<file path="config.mk">
export PLATFORM = sky130hd
export DESIGN_NAME = css_coef_fifo
export DESIGN_NICKNAME = d
export VERILOG_FILES = /design/src/hw/rtl/css_pkg.sv /design/src/hw/rtl/css_coef_fifo.sv
export SDC_FILE = /design/constraint.sdc
export NUM_CORES = 1
export LEC_CHECK = 0
export ABC_AREA = 1
export BUFFER_PORTS_ARGS = -buffer_cell sky130_fd_sc_hd__buf_2
export CORE_AREA = 2 2 451 453
export CTS_BUF_LIST = sky130_fd_sc_hd__clkbuf_2
export CTS_CLUSTER_SIZE = 20
export DETAILED_ROUTE_END_ITERATION = 10
export DIE_AREA = 0 0 453 455
export GPL_TIMING_DRIVEN = 0
export SETUP_SLACK_MARGIN = 0.5
export SYNTH_ARGS = -nofsm -noshare
export SYNTH_HDL_FRONTEND = slang
export SYNTH_SLANG_ARGS = --single-unit
export TNS_END_PERCENT = 20
</file>
<file path="constraint.sdc">
create_clock -name clk_i -period 29.1 [get_ports clk_i]
set_input_delay 5.82 -clock clk_i [delete_from_list [all_inputs] [get_ports clk_i]]
set_output_delay 5.82 -clock clk_i [all_outputs]
set_load 0.05 [all_outputs]
</file>
<file path="src/hw/rtl/css_pkg.sv">
// ----------------------------------------------------------------------------
// Cardinal spline sampler package
// Shared widths, register indexes, reset values and the configuration bundle.
// ----------------------------------------------------------------------------
package css_pkg;

  localparam int INFL_W      = 6;
  localparam int TENS_W      = 18;
  localparam int STEP_W      = 17;
  localparam int CFG_W       = 18;
  localparam int CFG_IDX_W   = 2;
  localparam int TACC_W      = INFL_W + STEP_W;
  localparam int FRAC_W      = 16;
  localparam int Q16_ONE     = 65536;
  localparam int Q16_HALF    = 32768;
  localparam int N_AXES      = 3;
  localparam int N_PTS       = 4;
  localparam int N_COEF      = 4;
  localparam int QUEUE_DEPTH = 2;

  localparam logic [CFG_IDX_W-1:0] REG_INFLATION = 2'd0;
  localparam logic [CFG_IDX_W-1:0] REG_TENSION   = 2'd1;
  localparam logic [CFG_IDX_W-1:0] REG_STEP      = 2'd2;

  localparam logic [INFL_W-1:0] INFL_RST = 6'd7;
  localparam logic [TENS_W-1:0] TENS_RST = 18'd32768;
  localparam logic [STEP_W-1:0] STEP_RST = 17'd8192;

  typedef struct packed {
    logic [INFL_W-1:0] inflation;
    logic [TENS_W-1:0] tension;
    logic [STEP_W-1:0] step;
  } cfg_t;

endpackage

</file>
<file path="src/hw/rtl/css_coef_fifo.sv">
// ----------------------------------------------------------------------------
// Cardinal spline sampler coefficient queue
// Short queue of coefficient sets between front end and sample engine.
// ----------------------------------------------------------------------------
module css_coef_fifo #(
  parameter int WIDTH = 576
) (
  input  logic             clk_i,
  input  logic             rst_ni,
  input  logic             push_i,
  output logic             push_rdy_o,
  input  logic [WIDTH-1:0] wdata_i,
  output logic             head_valid_o,
  input  logic             pop_i,
  output logic [WIDTH-1:0] head_o
);
  import css_pkg::*;

  localparam int PTR_W = $clog2(QUEUE_DEPTH);
  localparam int CNT_W = $clog2(QUEUE_DEPTH + 1);

  logic [WIDTH-1:0] mem_q [QUEUE_DEPTH];
  logic [PTR_W-1:0] wr_ptr_q, wr_ptr_d, rd_ptr_q, rd_ptr_d;
  logic [CNT_W-1:0] cnt_q, cnt_d;
  logic             full, wr_en;

  assign full         = (cnt_q == CNT_W'(QUEUE_DEPTH));
  assign push_rdy_o   = !full || pop_i;
  assign wr_en        = push_i && push_rdy_o;
  assign head_valid_o = (cnt_q != '0);
  assign head_o       = mem_q[rd_ptr_q];

  always_comb begin
    wr_ptr_d = wr_en ? wr_ptr_q + PTR_W'(1) : wr_ptr_q;
    rd_ptr_d = pop_i ? rd_ptr_q + PTR_W'(1) : rd_ptr_q;
    cnt_d    = cnt_q + CNT_W'(wr_en) - CNT_W'(pop_i);
  end

  always_ff @(posedge clk_i or negedge rst_ni) begin
    if (!rst_ni) begin
      wr_ptr_q <= '0;
      rd_ptr_q <= '0;
      cnt_q    <= '0;
    end else begin
      wr_ptr_q <= wr_ptr_d;
      rd_ptr_q <= rd_ptr_d;
      cnt_q    <= cnt_d;
    end
  end

  always_ff @(posedge clk_i) begin
    if (wr_en) begin
      mem_q[wr_ptr_q] <= wdata_i;
    end
  end

  assert property (@(posedge clk_i) disable iff (!rst_ni) pop_i |-> cnt_q != '0)
    else $error("pop from empty coefficient queue");
  assert property (@(posedge clk_i) disable iff (!rst_ni) cnt_q <= CNT_W'(QUEUE_DEPTH))
    else $error("coefficient queue overfilled");

endmodule

</file>
# Yosys cells after proc, flatten, opt, wreduce, memory -nomap -nowiden
# Memories as Yosys holds them, arrays and structs flattened.
# Cells that the tools add are included.
# Widths: inputs -> output; s select.
# op_classes
add_sub_neg	4
n_mux	2
n_reduce_logical	4
eq_ne	1
# ops
cell	n
$add 1x1->1 const B	2
$add 2x1->2	1
$eq 2x2->1 const B	1
$mux 1	2
$reduce_bool 2->1	1
$sub 2x1->2	1
$logic_and 1x1->1	1
$logic_not 1->1	1
$logic_or 1x1->1	1
# totals
ff_bits	4
ramBits	1152
word_cells	15
mem_count	1
# mem_list
memory	words	word_bits	read_ports	rd_clocked_by_memory_dff	write_ports	line_no	rtl
mem_q	2	576	1	0	1	css_coef_fifo.sv:22	logic [WIDTH-1:0] mem_q [QUEUE_DEPTH];

# Logic depth before layout (Yosys ltp)
# depth
ltp_word	6
depth_mapped	8
mapped_depth_nobuf	8

# Worst setup path before layout
# No wires, ideal clock.
# synth_path
path_kind	input to register
from	in pop_i
to	mem mem_q[1][0], enable pin
setup_ns	1.533
slack_ns	-2.727
arrival_ns	30.294
n_path_buf	0
required_time_ns	27.567
stages	4
path_cell_list	inv_1 > nand3_1 > nand2_1 > nor2_1
# synth_via
elab_chain_cells	4
# synth_lines
element	line_no	rtl
from (decl)	css_coef_fifo.sv:14	input logic pop_i,
$logic_or 1x1->1	css_coef_fifo.sv:28	assign push_rdy_o = !full || pop_i;
net push_rdy_o	css_coef_fifo.sv:11	output logic push_rdy_o,
$logic_and 1x1->1	css_coef_fifo.sv:29	assign wr_en = push_i && push_rdy_o;
$mux 1	css_coef_fifo.sv:52	if (wr_en) begin
$mux 1 (implied by the code)	css_coef_fifo.sv:53	mem_q[wr_ptr_q] <= wdata_i;
to (decl)	css_coef_fifo.sv:22	
# The timed path passes the listed nets, and every way through them passes these cells.

# Final worst setup path
# layout_path
from	in pop_i
to	out push_rdy_o
# layout_via
elab_chain_cells	1
# layout_lines
element	line_no
$logic_or 1x1->1	css_coef_fifo.sv:28
to (decl)	css_coef_fifo.sv:11
# No other way between the ends.

==> results_dict.tcl <==
set metrics [dict create \
    cts.sinks 1156 \
    root_buffer "clkbuf_2" \
    critPathLaunchType "primary input" \
    core_um2 201000 \
    nFillCells 20579 \
    synth_seq_cells 1156 \
    crit_slowest_cell "buf_2" \
    crit_chain "buf_2 > inv_1 > nand3_1 > buf_2" \
    cts_tree "yes" \
    first_pass_iters 5 \
    vias 24306 \
    hp-class "reg -> reg" \
    synthCells 1819 \
    skew_ns 0.153 \
    drt_iter0_drc 2058 \
    powerDensity_nw_per_um2 114 \
    hold_violations 0 \
    yosysWarnings 0 \
    io-pin-count 1158 \
    hold_depth 2 \
    die-area_um2 206000 \
    numCtsBuffers 316 \
    slew_violations 0 \
    die_width_um 453 \
    fin_util_pct 27.0 \
    end_kind "output port" \
    port_buffers 1157 \
    holdCritStartpoint "wr_ptr_q" \
    rr_worst_depth 6 \
    synth_area_per_cell_um2 23.1 \
    multi_input_area_um2 6590 \
    worst_pin_slew_ns 1.06 \
    p_total_mw 6.22 \
    grt_max_degree 118 \
    critPathMaxFanout 4 \
    fin_area_um2 54400 \
    final-setup-viol-count 0 \
    drt_wl_total_um 140000 \
    critPathBufInv 3 \
    crit_required_ns 23.28 \
    antenna_found_initial 73 \
    drive_gt1_share_pct 65.1 \
    hpwlAfterDp_um 109000 \
    rsz0062_at_grt "false" \
    r2r_start "cnt_q[1]" \
    floorplan.initialDensity_pct 20.9 \
    grt-ovfl-total 0 \
    ir_drop_mv 0.0786 \
    drc_errors 0 \
    worstSkewPairLatency_ns 1.59 \
    crit_arrival_ns 6.45 \
    timing.hold.ws_ns 0.484 \
    detail-route-antenna-nets 0 \
    regArea_um2 34700 \
    fmax_mhz 81.5 \
    cts_buffer_depth 4 \
    synth.net_count 2400 \
    reg2reg_to "mem_q[0][421]" \
    final_nets 3901 \
    crit_type "in -> out" \
    synth_seq_area_share_pct 82.6 \
    synth_cell_type_count 12 \
    area_growth_pct 29.6 \
    hold_path_end "wr_ptr_q" \
    ctsHoldBuffers 0 \
    slew-limit-headroom_pct 29.4 \
    track_usage_pct 12.8 \
    finalWeightedCongestion 0.880 \
    p_leak_nw 20.3 \
    placement.cell_area_um2 51700 \
    h-tree-depth 5 \
    max_cap_violations 0 \
    status "finished, final reports clean" \
    grt_pass1_vias 24643 \
    grt_pass1_wl_um 184000 \
    crit_top_cell "buf_2" \
    cts_resized 0 \
    period_share_pct 42.2 \
    post-cts-setup-buffers 0 \
    path_delay_family "buffers and inverters" \
    rows 165 \
    fp.dieH_um 455 \
    vias_per_cell 3.89 \
    synth_area_um2 42000 \
    crit_path_max_incr_delay_ns 0.32 \
    finalCriticalPeriod_ns 12.27 \
    cts.clk_slew.worst_paths_ns 0.11 \
    wire_per_inst_um 22.4 \
    reg2reg_slack_ns 25.55 \
]
==> cell usage in the layout (no fill, tap or decap), drive strengths merged <==
cell type     n
nand2         8
edfxtp     1152
clkinv       57
diode        63
dfrtp         4
nor2          2
nand3         3
clkinvlp      1
buf        1247
xor2          2
inv          14
ha            1
clkbuf      445
bufinv        2
xnor2         1
mux2        576
==> power by group <==
group / internal (mW) / switching, mW / total (mW)
Sequential: 2.23 / 0.0618 / 2.29
Combinational: 0.747 / 2.10 / 2.85
Clock: 0.423 / 0.658 / 1.08
Total: 3.40 / 2.82 / 6.22
==> worst max-delay path by stage <==
stage	start	end	cells after the start
floorplan	pop_i	mem_q[1][0]	4
global placement	pop_i	mem_q[1][139]	5
detailed placement	pop_i	push_rdy_o	4
CTS	pop_i	push_rdy_o	4
global route	pop_i	push_rdy_o	4
finish	pop_i	push_rdy_o	4
==> metal layers <==
layer  up-vias  wire length [um]  GRT usage (%)  part of all wire [%]
li1      10562                 -              -                     -
met1     12160             50400           14.2                    36
met2      1238             68300           20.8                    49
met3       302             15300           5.65                    11
met4        44              5860           6.78                   4.2
met5         -               290              0                  0.21
==> stage by stage <==
step	setup WS (ns)	TNS, ns	cells
2_1_floorplan	7.05	0	1819
5_1_grt	16.79	0	6214
3_3_place_gp	-2.33	-1192.82	5648
6_report	16.83	0	6250
3_5_place_dp	16.83	0	5674
4_1_cts	16.83	0	6187
==> cell families after synthesis <==
| logic type | share of synthesized area (%) |
|---|---|
| xor gates and xnor gates | 0.0626 |
| adders and majority gates | 0.0298 |
| buffers and inverters | 1.71 |
| DFF | 82.6 |
| muxes | 15.4 |
| and+or+nand+nor | 0.125 |
==> cells in the mapped netlist <==
library cell / instances / area, um2
buf_2: 4 / 20.0
buf_6: 60 / 676
dfrtp_1: 4 / 100
edfxtp_1: 1152 / 34600
ha_1: 1 / 12.5
inv_1: 6 / 22.5
mux2_2: 576 / 6490
nand2_1: 8 / 30.0
nand3_1: 3 / 15.0
nor2_1: 2 / 7.51
xnor2_1: 1 / 8.76
xor2_1: 2 / 17.5
==> worst reg2reg max path, stage by stage, from the launching register on <==
cell	delay [ns]
dfrtp_1	0.45
nand3_1	0.16
nand3_1	0.21
inv_8	0.38
buf_16	0.50
buf_16	0.45
buf_16	0.64
==> layout make-up <==
cell class | count | area share, %
buffer | 64 | 1.28
antenna | 63 | 0.290
inverter | 6 | 0.0552
tap | 2672 | 6.14
sequential | 1156 | 63.8
clock inverter | 68 | 0.600
timing repair buffer | 1183 | 11.7
multi-input combinational | 593 | 12.1
clock buffer | 445 | 4.09
==> sequential cells by signal, indices dropped and copies added, names as in the netlist <==
name      count
cnt_q         2
rd_ptr_q      1
mem_q      1152
wr_ptr_q      1
No activity file was read; power rests on OpenSTA's default activity.
